## src/i2cms_pkg.sv

```systemverilog
// Shared types and codes for the I2C master bit sequencer.
`default_nettype none

package i2cms_pkg;

    // Sequencer step codes
    localparam int STEP_W = 5;
    localparam logic [STEP_W-1:0] ST_IDLE     = 5'd0;
    localparam logic [STEP_W-1:0] ST_STA_SDA  = 5'd1;
    localparam logic [STEP_W-1:0] ST_STA_SCL  = 5'd2;
    localparam logic [STEP_W-1:0] ST_STA_LOW  = 5'd3;
    localparam logic [STEP_W-1:0] ST_STA_END  = 5'd4;
    localparam logic [STEP_W-1:0] ST_STO_SCL  = 5'd5;
    localparam logic [STEP_W-1:0] ST_STO_SDA  = 5'd6;
    localparam logic [STEP_W-1:0] ST_STO_HIGH = 5'd7;
    localparam logic [STEP_W-1:0] ST_STO_END  = 5'd8;
    localparam logic [STEP_W-1:0] ST_ACK_DRV  = 5'd9;
    localparam logic [STEP_W-1:0] ST_ACK_HIGH = 5'd10;
    localparam logic [STEP_W-1:0] ST_ACK_LOW  = 5'd11;
    localparam logic [STEP_W-1:0] ST_ACK_END  = 5'd12;
    localparam logic [STEP_W-1:0] ST_WR_BIT   = 5'd13;
    localparam logic [STEP_W-1:0] ST_WR_HIGH  = 5'd14;
    localparam logic [STEP_W-1:0] ST_WR_TAIL  = 5'd15;
    localparam logic [STEP_W-1:0] ST_RD_LOW   = 5'd16;
    localparam logic [STEP_W-1:0] ST_RD_HIGH  = 5'd17;
    localparam logic [STEP_W-1:0] ST_RD_TAIL  = 5'd18;
    localparam logic [STEP_W-1:0] ST_WA_HIGH  = 5'd19;
    localparam logic [STEP_W-1:0] ST_WA_LOW   = 5'd20;

    // Command codes
    localparam logic [2:0] OP_START = 3'd0;
    localparam logic [2:0] OP_STOP  = 3'd1;
    localparam logic [2:0] OP_WRITE = 3'd2;
    localparam logic [2:0] OP_READ  = 3'd3;
    localparam logic [2:0] OP_ACK   = 3'd4;
    localparam logic [2:0] OP_NACK  = 3'd5;
    localparam logic [2:0] OP_WAIT  = 3'd6;

    // Configuration register indexes and reset values
    localparam logic REG_PHASE_TICKS = 1'b0;
    localparam logic REG_RETRY_LIMIT = 1'b1;
    localparam logic [7:0] PHASE_TICKS_RST = 8'd2;
    localparam logic [7:0] RETRY_LIMIT_RST = 8'd10;

    localparam int BITS_PER_BYTE = 8;
    localparam int TDATA_W       = 16;

    // Input item, cmd_valid in the lowest bit
    typedef struct packed {
        logic       sda_in;
        logic [7:0] wr_data;
        logic [2:0] op;
        logic       cmd_valid;
    } in_item_t;

    // Result item, scl_out in the lowest bit
    typedef struct packed {
        logic       ack_ok;
        logic [7:0] rd_data;
        logic       done_res;
        logic       busy_res;
        logic       sda_out;
        logic       scl_out;
    } res_item_t;

    localparam int IN_W  = $bits(in_item_t);
    localparam int RES_W = $bits(res_item_t);

endpackage

`default_nettype wire

```

## src/i2cms_in_reg.sv

```systemverilog
// Input register stage that holds one accepted tick transaction.
`default_nettype none

module i2cms_in_reg
    import i2cms_pkg::*;
(
    input  wire logic                 clk,
    input  wire logic                 rst_n,
    input  wire logic                 s_tvalid,
    output logic                      s_tready,
    input  wire logic [TDATA_W-1:0]   s_tdata,
    input  wire logic                 advance,
    output logic                      item_valid,
    output in_item_t                  item
);

    logic     valid_reg;
    in_item_t item_reg;

    // The stage takes a new transaction when empty or when it hands its item on.
    assign s_tready   = !valid_reg || advance;
    assign item_valid = valid_reg;
    assign item       = item_reg;

    always_ff @(posedge clk or negedge rst_n)
    begin
        if (!rst_n)
        begin
            valid_reg <= 1'b0;
        end
        else if (s_tready)
        begin
            valid_reg <= s_tvalid;
        end
    end

    always_ff @(posedge clk)
    begin
        if (s_tvalid && s_tready)
        begin
            item_reg <= in_item_t'(s_tdata[IN_W-1:0]);
        end
    end

endmodule

`default_nettype wire

```

## src/i2cms_seq.sv

```systemverilog
// Bus sequencer state, configuration registers and per-tick next-state logic.
`default_nettype none

module i2cms_seq
    import i2cms_pkg::*;
#(
    parameter logic [7:0] PHASE_TICKS_INIT = PHASE_TICKS_RST,
    parameter logic [7:0] RETRY_LIMIT_INIT = RETRY_LIMIT_RST
)
(
    input  wire logic        clk,
    input  wire logic        rst_n,
    input  wire logic        cfg_we,
    input  wire logic        cfg_addr,
    input  wire logic [7:0]  cfg_wdata,
    input  wire logic        step_en,
    input  wire in_item_t    item,
    output res_item_t        res
);

    logic [7:0]        phase_ticks_reg;
    logic [7:0]        retry_limit_reg;

    logic [STEP_W-1:0] step_reg, step_next;
    logic [2:0]        op_reg, op_next;
    logic [3:0]        bit_cnt_reg, bit_cnt_next;
    logic [7:0]        shift_reg, shift_next;
    logic [7:0]        phase_reg, phase_next;
    logic [7:0]        retry_reg, retry_next;
    logic              scl_reg, scl_next;
    logic              sda_reg, sda_next;
    logic              ack_reg, ack_next;
    logic [7:0]        rd_hold_reg, rd_hold_next;

    logic              done;
    logic              enter;
    logic [STEP_W-1:0] enter_step;
    logic [7:0]        phase_len;
    logic [7:0]        phase_dec;

    // A phase length of zero behaves as one tick.
    assign phase_len = (phase_ticks_reg == 8'd0) ? 8'd1 : phase_ticks_reg;
    assign phase_dec = (phase_reg != 8'd0) ? phase_reg - 8'd1 : phase_reg;

    always_comb
    begin
        step_next    = step_reg;
        op_next      = op_reg;
        bit_cnt_next = bit_cnt_reg;
        shift_next   = shift_reg;
        phase_next   = phase_reg;
        retry_next   = retry_reg;
        scl_next     = scl_reg;
        sda_next     = sda_reg;
        ack_next     = ack_reg;
        rd_hold_next = rd_hold_reg;
        done         = 1'b0;
        enter        = 1'b0;
        enter_step   = ST_IDLE;

        if (step_reg != ST_IDLE)
        begin
            phase_next = phase_dec;
            if (phase_dec == 8'd0)
            begin
                unique case (step_reg) inside
                    ST_STA_SDA, ST_STA_SCL, ST_STA_LOW, ST_STO_SCL, ST_STO_SDA,
                    ST_STO_HIGH, ST_ACK_DRV, ST_ACK_HIGH, ST_ACK_LOW:
                    begin
                        enter      = 1'b1;
                        enter_step = step_reg + STEP_W'(1);
                    end
                    ST_WR_BIT:
                    begin
                        enter      = 1'b1;
                        enter_step = ST_WR_HIGH;
                    end
                    ST_WR_HIGH:
                    begin
                        shift_next   = {shift_reg[6:0], 1'b0};
                        bit_cnt_next = bit_cnt_reg + 4'd1;
                        scl_next     = 1'b0;
                        enter        = 1'b1;
                        enter_step   = (bit_cnt_next < 4'(BITS_PER_BYTE)) ? ST_WR_BIT
                                                                          : ST_WR_TAIL;
                    end
                    ST_RD_LOW:
                    begin
                        enter      = 1'b1;
                        enter_step = ST_RD_HIGH;
                    end
                    ST_RD_HIGH:
                    begin
                        shift_next   = {shift_reg[6:0], item.sda_in};
                        bit_cnt_next = bit_cnt_reg + 4'd1;
                        enter        = 1'b1;
                        enter_step   = (bit_cnt_next < 4'(BITS_PER_BYTE)) ? ST_RD_LOW
                                                                          : ST_RD_TAIL;
                    end
                    ST_WA_HIGH:
                    begin
                        if (!item.sda_in)
                        begin
                            ack_next   = 1'b1;
                            enter      = 1'b1;
                            enter_step = ST_WA_LOW;
                        end
                        else if (retry_reg >= retry_limit_reg)
                        begin
                            // Timed out: report no ack and release the bus with a stop.
                            ack_next   = 1'b0;
                            enter      = 1'b1;
                            enter_step = ST_STO_SCL;
                        end
                        else
                        begin
                            retry_next = retry_reg + 8'd1;
                            phase_next = phase_len;
                        end
                    end
                    ST_RD_TAIL:
                    begin
                        rd_hold_next = shift_reg;
                        sda_next     = 1'b1;
                        step_next    = ST_IDLE;
                        done         = 1'b1;
                    end
                    ST_WR_TAIL, ST_WA_LOW:
                    begin
                        sda_next  = 1'b1;
                        step_next = ST_IDLE;
                        done      = 1'b1;
                    end
                    default:
                    begin
                        step_next = ST_IDLE;
                        done      = 1'b1;
                    end
                endcase
            end
        end
        else if (item.cmd_valid && item.op <= OP_WAIT)
        begin
            op_next      = item.op;
            bit_cnt_next = 4'd0;
            retry_next   = 8'd0;
            enter        = 1'b1;
            unique case (item.op)
                OP_START: enter_step = ST_STA_SDA;
                OP_STOP:  enter_step = ST_STO_SCL;
                OP_WRITE:
                begin
                    shift_next = item.wr_data;
                    enter_step = ST_WR_BIT;
                end
                OP_READ:
                begin
                    shift_next = 8'd0;
                    enter_step = ST_RD_LOW;
                end
                OP_WAIT:  enter_step = ST_WA_HIGH;
                default:  enter_step = ST_ACK_DRV;
            endcase
        end

        // Entering a phase loads the phase timer and sets the line levels.
        if (enter)
        begin
            step_next  = enter_step;
            phase_next = phase_len;
            unique case (enter_step) inside
                ST_STA_SDA, ST_STO_END, ST_ACK_END:          sda_next = 1'b1;
                ST_STA_LOW, ST_STO_SDA:                      sda_next = 1'b0;
                ST_STA_SCL, ST_STO_HIGH, ST_ACK_HIGH, ST_WR_HIGH,
                ST_RD_HIGH, ST_WA_HIGH:                      scl_next = 1'b1;
                ST_STA_END, ST_STO_SCL, ST_ACK_LOW, ST_WR_TAIL,
                ST_RD_LOW, ST_RD_TAIL, ST_WA_LOW:            scl_next = 1'b0;
                ST_ACK_DRV:
                begin
                    scl_next = 1'b0;
                    sda_next = (op_next == OP_NACK);
                end
                ST_WR_BIT:                                   sda_next = shift_next[7];
                default:                                     sda_next = sda_next;
            endcase
        end
    end

    assign res.scl_out  = scl_next;
    assign res.sda_out  = sda_next;
    assign res.busy_res = (step_next != ST_IDLE);
    assign res.done_res = done;
    assign res.rd_data  = rd_hold_next;
    assign res.ack_ok   = ack_next;

    always_ff @(posedge clk or negedge rst_n)
    begin
        if (!rst_n)
        begin
            phase_ticks_reg <= PHASE_TICKS_INIT;
            retry_limit_reg <= RETRY_LIMIT_INIT;
        end
        else if (cfg_we)
        begin
            unique case (cfg_addr)
                REG_PHASE_TICKS: phase_ticks_reg <= cfg_wdata;
                REG_RETRY_LIMIT: retry_limit_reg <= cfg_wdata;
                default:         phase_ticks_reg <= phase_ticks_reg;
            endcase
        end
    end

    always_ff @(posedge clk or negedge rst_n)
    begin
        if (!rst_n)
        begin
            step_reg    <= ST_IDLE;
            op_reg      <= OP_START;
            bit_cnt_reg <= 4'd0;
            shift_reg   <= 8'd0;
            phase_reg   <= 8'd0;
            retry_reg   <= 8'd0;
            scl_reg     <= 1'b1;
            sda_reg     <= 1'b1;
            ack_reg     <= 1'b0;
            rd_hold_reg <= 8'd0;
        end
        else if (step_en)
        begin
            step_reg    <= step_next;
            op_reg      <= op_next;
            bit_cnt_reg <= bit_cnt_next;
            shift_reg   <= shift_next;
            phase_reg   <= phase_next;
            retry_reg   <= retry_next;
            scl_reg     <= scl_next;
            sda_reg     <= sda_next;
            ack_reg     <= ack_next;
            rd_hold_reg <= rd_hold_next;
        end
    end

    // A running sequence always has time left in its current phase.
    a_busy_phase: assert property (@(posedge clk) disable iff (!rst_n)
        (step_reg != ST_IDLE) |-> (phase_reg != 8'd0))
        else $error("sequencer busy with an empty phase timer");

    // The bit counter never runs past one byte.
    a_bit_cnt: assert property (@(posedge clk) disable iff (!rst_n)
        bit_cnt_reg <= 4'(BITS_PER_BYTE))
        else $error("bit counter past one byte");

    // Completion only comes out of a running sequence and leaves it idle.
    a_done_from_busy: assert property (@(posedge clk) disable iff (!rst_n)
        (step_en && done) |=> (step_reg == ST_IDLE) && ($past(step_reg) != ST_IDLE))
        else $error("completion reported without a running sequence");

    // An idle tick without a command leaves the bus lines alone.
    a_idle_hold: assert property (@(posedge clk) disable iff (!rst_n)
        (step_en && step_reg == ST_IDLE && !item.cmd_valid)
        |=> (step_reg == ST_IDLE) && $stable(scl_reg) && $stable(sda_reg))
        else $error("idle tick changed the bus state");

endmodule

`default_nettype wire

```

## src/i2c_master_bit_sequencer_unit.sv

```systemverilog
// Top level of the I2C master bit sequencer: input stage, sequencer, result register.
//
// Usage: every transaction on the s_ channel is one time tick of the bus. It carries the
// sampled SDA level and, when cmd_valid is set, a command (start, stop, write byte, read
// byte, send ack, send nack, wait ack). Each tick produces exactly one result transaction
// on the m_ channel with the SCL and SDA drive levels (1 releases the open-drain line),
// busy and done flags, the last received byte and the last wait-ack outcome.
// A command that arrives while a sequence runs, or on its completion tick, is dropped.
// Configuration: phase_ticks (index 0) sets the ticks per bus phase, retry_limit
// (index 1) the extra phases a wait ack holds SCL high before it times out and issues
// a stop. Write them only while no tick is in flight.
// Flow: an accepted tick is held in the input register, processed by the sequencer logic
// and written into the result register, from which its result is offered on the m_ channel.
// Throughput is one tick per cycle while the receiver takes results; the sequencer state
// update for one tick is a single pass of combinational logic.
// Reset: both lines released, sequencer idle, phase_ticks 2, retry_limit 10, received
// byte and ack result zero. When the receiver stalls, the result register holds its
// transaction, the input register fills with one more tick and then s_tready drops.
`default_nettype none

module i2c_master_bit_sequencer_unit
    import i2cms_pkg::*;
#(
    parameter logic [7:0] PHASE_TICKS_INIT = PHASE_TICKS_RST,
    parameter logic [7:0] RETRY_LIMIT_INIT = RETRY_LIMIT_RST
)
(
    input  wire logic               clk,
    input  wire logic               rst_n,
    // Configuration write port
    input  wire logic               cfg_we,
    input  wire logic               cfg_addr,
    input  wire logic [7:0]         cfg_wdata,
    // Tick input stream
    input  wire logic               s_tvalid,
    output logic                    s_tready,
    // tdata from bit 0: cmd_valid, op[2:0], wr_data[7:0], sda_in, zero fill
    input  wire logic [TDATA_W-1:0] s_tdata,
    // Result stream
    output logic                    m_tvalid,
    input  wire logic               m_tready,
    // tdata from bit 0: scl_out, sda_out, busy_res, done_res, rd_data[7:0], ack_ok, zero fill
    output logic [TDATA_W-1:0]      m_tdata
);

    logic      item_valid;
    in_item_t  item;
    res_item_t res;
    logic      advance;

    logic      out_valid_reg;
    res_item_t out_res_reg;

    // The sequencer steps whenever a held tick can move into a free result register.
    assign advance = item_valid && (!out_valid_reg || m_tready);

    i2cms_in_reg u_in_reg (
        .clk        (clk),
        .rst_n      (rst_n),
        .s_tvalid   (s_tvalid),
        .s_tready   (s_tready),
        .s_tdata    (s_tdata),
        .advance    (advance),
        .item_valid (item_valid),
        .item       (item)
    );

    i2cms_seq #(
        .PHASE_TICKS_INIT (PHASE_TICKS_INIT),
        .RETRY_LIMIT_INIT (RETRY_LIMIT_INIT)
    ) u_seq (
        .clk       (clk),
        .rst_n     (rst_n),
        .cfg_we    (cfg_we),
        .cfg_addr  (cfg_addr),
        .cfg_wdata (cfg_wdata),
        .step_en   (advance),
        .item      (item),
        .res       (res)
    );

    always_ff @(posedge clk or negedge rst_n)
    begin
        if (!rst_n)
        begin
            out_valid_reg <= 1'b0;
        end
        else if (!out_valid_reg || m_tready)
        begin
            out_valid_reg <= item_valid;
        end
    end

    always_ff @(posedge clk)
    begin
        if (advance)
        begin
            out_res_reg <= res;
        end
    end

    assign m_tvalid = out_valid_reg;
    assign m_tdata  = {{(TDATA_W-RES_W){1'b0}}, out_res_reg};

endmodule

`default_nettype wire

```

## config.mk

```make
export PLATFORM = sky130hd
export DESIGN_NAME = i2c_master_bit_sequencer_unit
export DESIGN_NICKNAME = d
export VERILOG_FILES = /design/src/i2cms_pkg.sv /design/src/i2cms_in_reg.sv /design/src/i2cms_seq.sv /design/src/i2c_master_bit_sequencer_unit.sv
export SDC_FILE = /design/constraint.sdc
export NUM_CORES = 1
export LEC_CHECK = 0
export BUFFER_PORTS_ARGS = -buffer_cell sky130_fd_sc_hd__buf_2
export CORE_MARGIN = 3
export CORE_UTILIZATION = 64
export CTS_CLUSTER_DIAMETER = 50
export CTS_CLUSTER_SIZE = 20
export DETAILED_ROUTE_END_ITERATION = 10
export HOLD_SLACK_MARGIN = 0.15
export PLACE_DENSITY = 0.82
export SYNTH_ARGS = -nofsm -noshare
export SYNTH_HDL_FRONTEND = slang
export SYNTH_SLANG_ARGS = --single-unit
```

## constraint.sdc

```tcl
create_clock -name clk -period 7 [get_ports clk]
set_input_delay 0.7 -clock clk [delete_from_list [all_inputs] [get_ports clk]]
set_output_delay 0.7 -clock clk [all_outputs]
set_load 0.01 [all_outputs]
```

; ---- Word level (Yosys, flattened, before mapping)
; Cells that the tools add are included.
[word_totals]
out_inout_bits = 18
in_bits = 30
register_bits = 91
wordCells = 176
[op_classes]
n_eq_ne = 48
bitwise = 1
n_addsub = 4
n_reduce_logical = 32
n_mux = 63
magnitude_cmp = 3
[ops]
columns = operator, n
row1 = two-way mux 8 bit, 20
row2 = "== test 5 x 4 -> 1 bit, second input constant", 14
row3 = "== test 5 bit, second input constant", 10
row4 = two-way mux 5 bit, 8
row5 = "== test 5 x 3 -> 1 bit, second input constant", 7
row6 = one-hot mux 8 bit (2 select lines), 2
row7 = one-hot mux 5 bit (6 select lines), 1
row8 = one-hot mux 5 bit (5 select lines), 1
row9 = "== test 5 x 2 -> 1 bit, second input constant", 4
row10 = two-way mux 1 bit, 19
row11 = zero test 8 bit, 2
row12 = two-way mux 4 bit, 4
row13 = OR reduction 14 bit, 1
row14 = OR reduction 13 bit, 1
row15 = "== test 5 x 1 -> 1 bit, second input constant", 2
row16 = "inequality test 2 bit, second input constant", 5
row17 = nonzero test 5 bit, 2
row18 = two-way mux 3 bit, 3
row19 = OR reduction 9 bit, 1
row20 = "adder 8 x 1 -> 8 bit, second input constant", 1
row21 = greater-or-equal comparator 8 bit, 1
row22 = AND reduction 2 bit, 4
row23 = nonzero test 8 bit, 1
row24 = OR reduction 8 bit, 1
row25 = other kinds (25), 36

; ---- Longest topological paths before layout
[depth]
depth_word = 10
ltp_mapped = 12
mapped_depth_nobuf = 10

; ---- Cells and area by module
; From an unflattened synthesis, not the netlist that was laid out.
[hier_totals]
cells_unflattened = 487
hier_area_um2 = 5083.6
[by_module_without_submodules]
columns = module, area_each_um2, seq_area_each_um2, instances, cells_per_inst
row1 = i2cms_seq, 4179.0, 1582.8, 1, 449
row2 = i2c_master_bit_sequencer_unit, 460.4, 415.4, 1, 21
row3 = i2cms_in_reg, 444.2, 415.4, 1, 17

; ---- Worst setup path after synthesis
; Ideal clock, no wire load.
[synth_timing]
kind = register to register
from = reg u_seq.phase_reg[0]
to = reg u_seq.sda_reg
setup_time_ps = 77
synth_period_minus_slack_ps = 2884
slack_ps = 4116
required_ps = 6923
path_stages_with_launch = 11
arrival_ps = 2806
n_path_buf = 0
path_cell_list = dfrtp_1 > inv_1 > ha_1 > or4b_4 > nor2_1 > o2bb2ai_2 > nand4_4 > o21ai_4 > a21oi_2 > or4_1 > a31oi_1
[synth_via]
elab_chain_len = 9
word_cells_on_any_way = 23
classes_between = add/sub: 1 / eq/ne: 7 / mux: 11 / reduce/logical: 4
[synth_rtl]
columns = element, line_no
row1 = start: declaration, i2cms_seq.sv:28  ; logic [7:0] phase_reg, phase_next;
row2 = start signal: assignment, i2cms_seq.sv:234  ; phase_reg <= phase_next;
row3 = subtractor 8 x 1 -> 8 bit or nonzero test 8 bit (tied branches), i2cms_seq.sv:43  ; assign phase_dec = (phase_reg != 8'd0) ? phase_reg - 8'd1 : phase_reg;
row4 = two-way mux 8 bit *, i2cms_seq.sv:43
row5 = zero test 8 bit *, i2cms_seq.sv:64  ; if (phase_dec == 8'd0)
row6 = two-way mux 5 bit, i2cms_seq.sv:64
row7 = two-way mux 5 bit, i2cms_seq.sv:61  ; if (step_reg != ST_IDLE)
row8 = "== test 5 x 4 -> 1 bit (no source line), or another cell as far along", --
row9 = OR reduction 3 bit or OR reduction 2 bit (tied branches), i2cms_seq.sv:171  ; unique case (enter_step) inside
row10 = one-hot mux 1 bit (4 select lines), i2cms_seq.sv:171
row11 = two-way mux 1 bit *, i2cms_seq.sv:167  ; if (enter)
row12 = end signal: assignment, i2cms_seq.sv:237  ; sda_reg <= sda_next;
row13 = end: declaration, i2cms_seq.sv:31  ; logic sda_reg, sda_next;
; Every way passes the cells marked *; elsewhere a longest branch is shown, timed or not. The select of a mux whose other input is x is not followed.
; A chain may end at the register's enable or synchronous reset.

; ---- Worst setup path after layout
[layout_timing]
from = reg u_seq.phase_reg[0]
to = reg u_seq.shift_reg[0]
[layout_via]
elab_chain_len = 5
word_cells_on_any_way = 6
classes_between = add/sub: 1 / eq/ne: 1 / mux: 1 / reduce/logical: 3
[layout_rtl]
columns = element, line_no
row1 = subtractor 8 x 1 -> 8 bit or nonzero test 8 bit (tied branches), i2cms_seq.sv:43
row2 = two-way mux 8 bit *, i2cms_seq.sv:43
row3 = zero test 8 bit *, i2cms_seq.sv:64
row4 = inequality test 2 bit (no source line) *, --
row5 = AND reduction 5 bit (no source line) *, --
row6 = end signal: assignment, i2cms_seq.sv:233  ; shift_reg <= shift_next;
row7 = end: declaration, i2cms_seq.sv:27  ; logic [7:0] shift_reg, shift_next;
; Every way passes the cells marked *; elsewhere a longest branch is shown, timed or not.

==> impl_results.md <==
- Synth Flop Type: dfrtp_1
- Synthesized area: approximately 5000 um^2
- Hold WC Path Type: reg -> reg
- Crit. Startpoint: u_seq.phase_reg[0]$_DFFE_PN0P_
- Yosys reg bits: 91
- Status: finished clean
- Die area: 8990 um^2
- Least-Margin Pin Slew: 0.8257 ns
- Die height: around 95 um
- Root Buffer Master: clkbuf_8
- Final period utilization: 0.5146
- GRT overflow: 0
- Reg2reg setup slack: 3.40 ns
- Area contributors post-synth: dfrtp_1, edfxtp_1, mux2_2
- Finished Layout Cells: 637
- Vias in the first global route: between 3000 and 4000
- Vias per cell: 6.309
- First-pass GRT wire length: 18.16 mm
- Fin. max-slew vios: 0
- Final setup fails: 0
- Antenna violations before repair: 0
- Leak: about 2.3 nW
- Setup Skew: 0.01313 ns
- Sequential share of the synthesized area: 0.4781
- RSZ-0062 raised after global routing: false
- Cell taking the most area after synthesis: dfrtp_1
- DRC violations left: 0
- Final TNS setup: 0 ns
- Post-Syn Instances: 496
- Slew margin rel.: 0.4496
- Total Power: about 1.8 mW
- Starting Density: 0.6779
- Worst setup EP type: flip-flop
- R2r endpoint: u_seq.shift_reg[0]$_DFFE_PN0P_
- Hpwl dp: 7.890 mm
- Final wirelength: 10.95 mm
- Clock tree sinks: 91
- TritonCTS Buffers: 9
- VDD IR-drop max: 0.2044 mV
- Routed WL per cell: 17.19 um
- Setup Buffers After CTS: 0
- RR Startpoint: u_seq.phase_reg[0]$_DFFE_PN0P_
- Syn Area/Cell: 10.18 um^2
- Clock-pin slew of the registers on the worst-case setup and hold paths: roughly 0.1 ns
- Netlist cell types: between 70 and 80
- Net count, final: 578
- Total track usage: 0.2633
- PortBufs: 41
- Tmin final: 3.602 ns
- Post-synth EDFFs: 26
- Placed cell count: 621
- CTS resizes: 0
- Number of max-cap violations: 0
- CTS tree: done
- H-tree depth: 3
- Drt first pass iters: 5
- Die span in x: 94.82 um
- Number of DRC markers in iteration 0: about 380
- Core area: 7447 um^2
- Clock latency on the worst-skew pair: 0.37 ns
- Largest net degree at the start of global routing: 66
- Worst Setup Start Kind: flip-flop
- Filler cells: 522
- CP Data Required Time: 7.27 ns
- Num rows: 31
- Ys async rst share: 0.7143
- Pwr dens: ~330 nW/um^2
- Crit path max fanout: 14
- Fmax achieved: 277.6 MHz
- Setup CP Type: reg -> reg
- Synth-to-Final Area Change: 8.749%
- Final GP Congestion: 0.8602
- Via count: around 4000
- Hold Buf Count CTS: 0
- Hold Violations, Final: 0
- Post-synth top area share: 0.2974
- Ports: between 40 and 50
- Layout cell share with drive strength beyond 1: 0.2082
- Clk buf depth: 2
- Synth warn: 0
- Worst setup path endpoint: u_seq.shift_reg[0]$_DFFE_PN0P_
- Arrival time at the worst endpoint: 3.87 ns
- ANT nets after route: 0
- Antenna diodes: 0
- Cells on worst reg2reg path: 10
synthesized netlist by cell type, types with 8 or more instances:
library cell	count
nor2_1	43
ha_1	15
nor3_1	11
inv_1	20
a22oi_1	9
o21ai_0	20
clkbuf_1	13
a31oi_1	8
nand3_1	9
mux2_2	27
nand2_1	64
edfxtp_1	26
nand2b_1	11
dfrtp_1	60
nor4_1	8
xnor2_1	10
a21oi_1	17
layer usage:
metal,share of wire,vias up,routed length [um],track usage
li1,-,1886,-,-
met1,0.41,1942,4498,0.3377
met2,0.50,169,5482,0.4392
met3,0.064,22,703,0.05179
met4,0.024,0,263,0.1046
met5,0,-,0,0
power breakdown:
| part | internal, mW | switching, mW | total [mW] |
|---|---|---|---|
| registers | 0.664 | 0.135 | 0.799 |
| clock network | 0.131 | 0.190 | 0.322 |
| logic | 0.283 | 0.402 | 0.685 |
| total | 1.08 | 0.727 | 1.81 |
worst min-delay path by stage:
stage,from,end,slack [ns],cells past startpoint
final,u_seq.rd_hold_reg[4]$_DFFE_PN0P_,u_seq.rd_hold_reg[4]$_DFFE_PN0P_,0.48,2
after global routing,s_tdata[2],u_in_reg.item[2]$_DFFE_PP_,0.49,1
after CTS,u_seq.rd_hold_reg[4]$_DFFE_PN0P_,u_seq.rd_hold_reg[4]$_DFFE_PN0P_,0.49,2
after detailed placement,u_seq.rd_hold_reg[4]$_DFFE_PN0P_,u_seq.rd_hold_reg[4]$_DFFE_PN0P_,0.46,2
after global placement,u_seq.rd_hold_reg[0]$_DFFE_PN0P_,u_seq.rd_hold_reg[0]$_DFFE_PN0P_,0.45,2
after floorplan,rst_n,m_tvalid$_DFFE_PN0P_,0.40,0
cell families (layout without fill, tap and decap cells):
group / count (synthesis) / after routing / synth area share
buffers and inverters: 39 / 79 / 0.03172
adders and majority gates: 15 / 15 / 0.03717
and+or+nand+nor: 193 / 193 / 0.1995
AOI/OAI and AO/OA: 117 / 117 / 0.1698
other: 1 / 3 / 0.0007428
muxes: 28 / 28 / 0.06221
DFF: 91 / 91 / 0.4781
xor gates and xnor gates: 12 / 12 / 0.02082
stage by stage:
| step | setup WS, ns | instance area (um^2) | hold slack [ns] | util |
|---|---|---|---|---|
| floorplan | 4.116 | 5056 | 0.4044 | - |
| global placement | 3.606 | 5315 | 0.4515 | 0.7137 |
| detailed placement | 3.495 | 5315 | 0.4629 | 0.7137 |
| CTS | 3.454 | 5490 | 0.4856 | 0.7372 |
| global route | 3.087 | 5490 | 0.4872 | 0.7372 |
| finish | 3.398 | 5490 | 0.4819 | 0.7372 |
placed cells by master, fill, tap and decap left out, types with 4 or more instances in the layout:
cell type  count
a21o_1         4
a21oi_1       17
a22o_1         6
a22oi_1        9
a2bb2oi_1      5
a31oi_1        8
and3_1         4
buf_2         41
clkbuf_8       9
dfrtp_1       60
dfstp_2        5
edfxtp_1      26
ha_1          15
inv_1         20
mux2_2        27
nand2_1       64
nand2b_1      11
nand3_1        9
nand4_1        5
nor2_1        43
nor2b_1        6
nor3_1        11
nor4_1         8
o21a_1         4
o21ai_0       20
o2bb2ai_1      6
or3_1          5
xnor2_1       10
layout make-up:
cell class | instances | area [um^2] | share of cell area
multi-input combinational | 368 | 2482 | 0.4521
sequential | 91 | 2414 | 0.4396
timing repair buffer | 43 | 220.2 | 0.04011
clock buffer | 9 | 123.9 | 0.02256
tap | 99 | 123.9 | 0.02256
inverter | 20 | 75.07 | 0.01367
clock inverter | 7 | 51.30 | 0.009344
worst max-delay path: stages (launching register included):
cell and delay, ns:
dfrtp_1 0.47, inv_1 0.11, ha_1 0.30, or4b_4 0.54, nor2_1 0.24, a2bb2oi_1 0.26, nor3_2 0.53, o21ai_1 0.25
a21oi_2 0.51, o211ai_1 0.17, o21a_1 0.14
No activity file was read; power rests on OpenSTA's default activity.
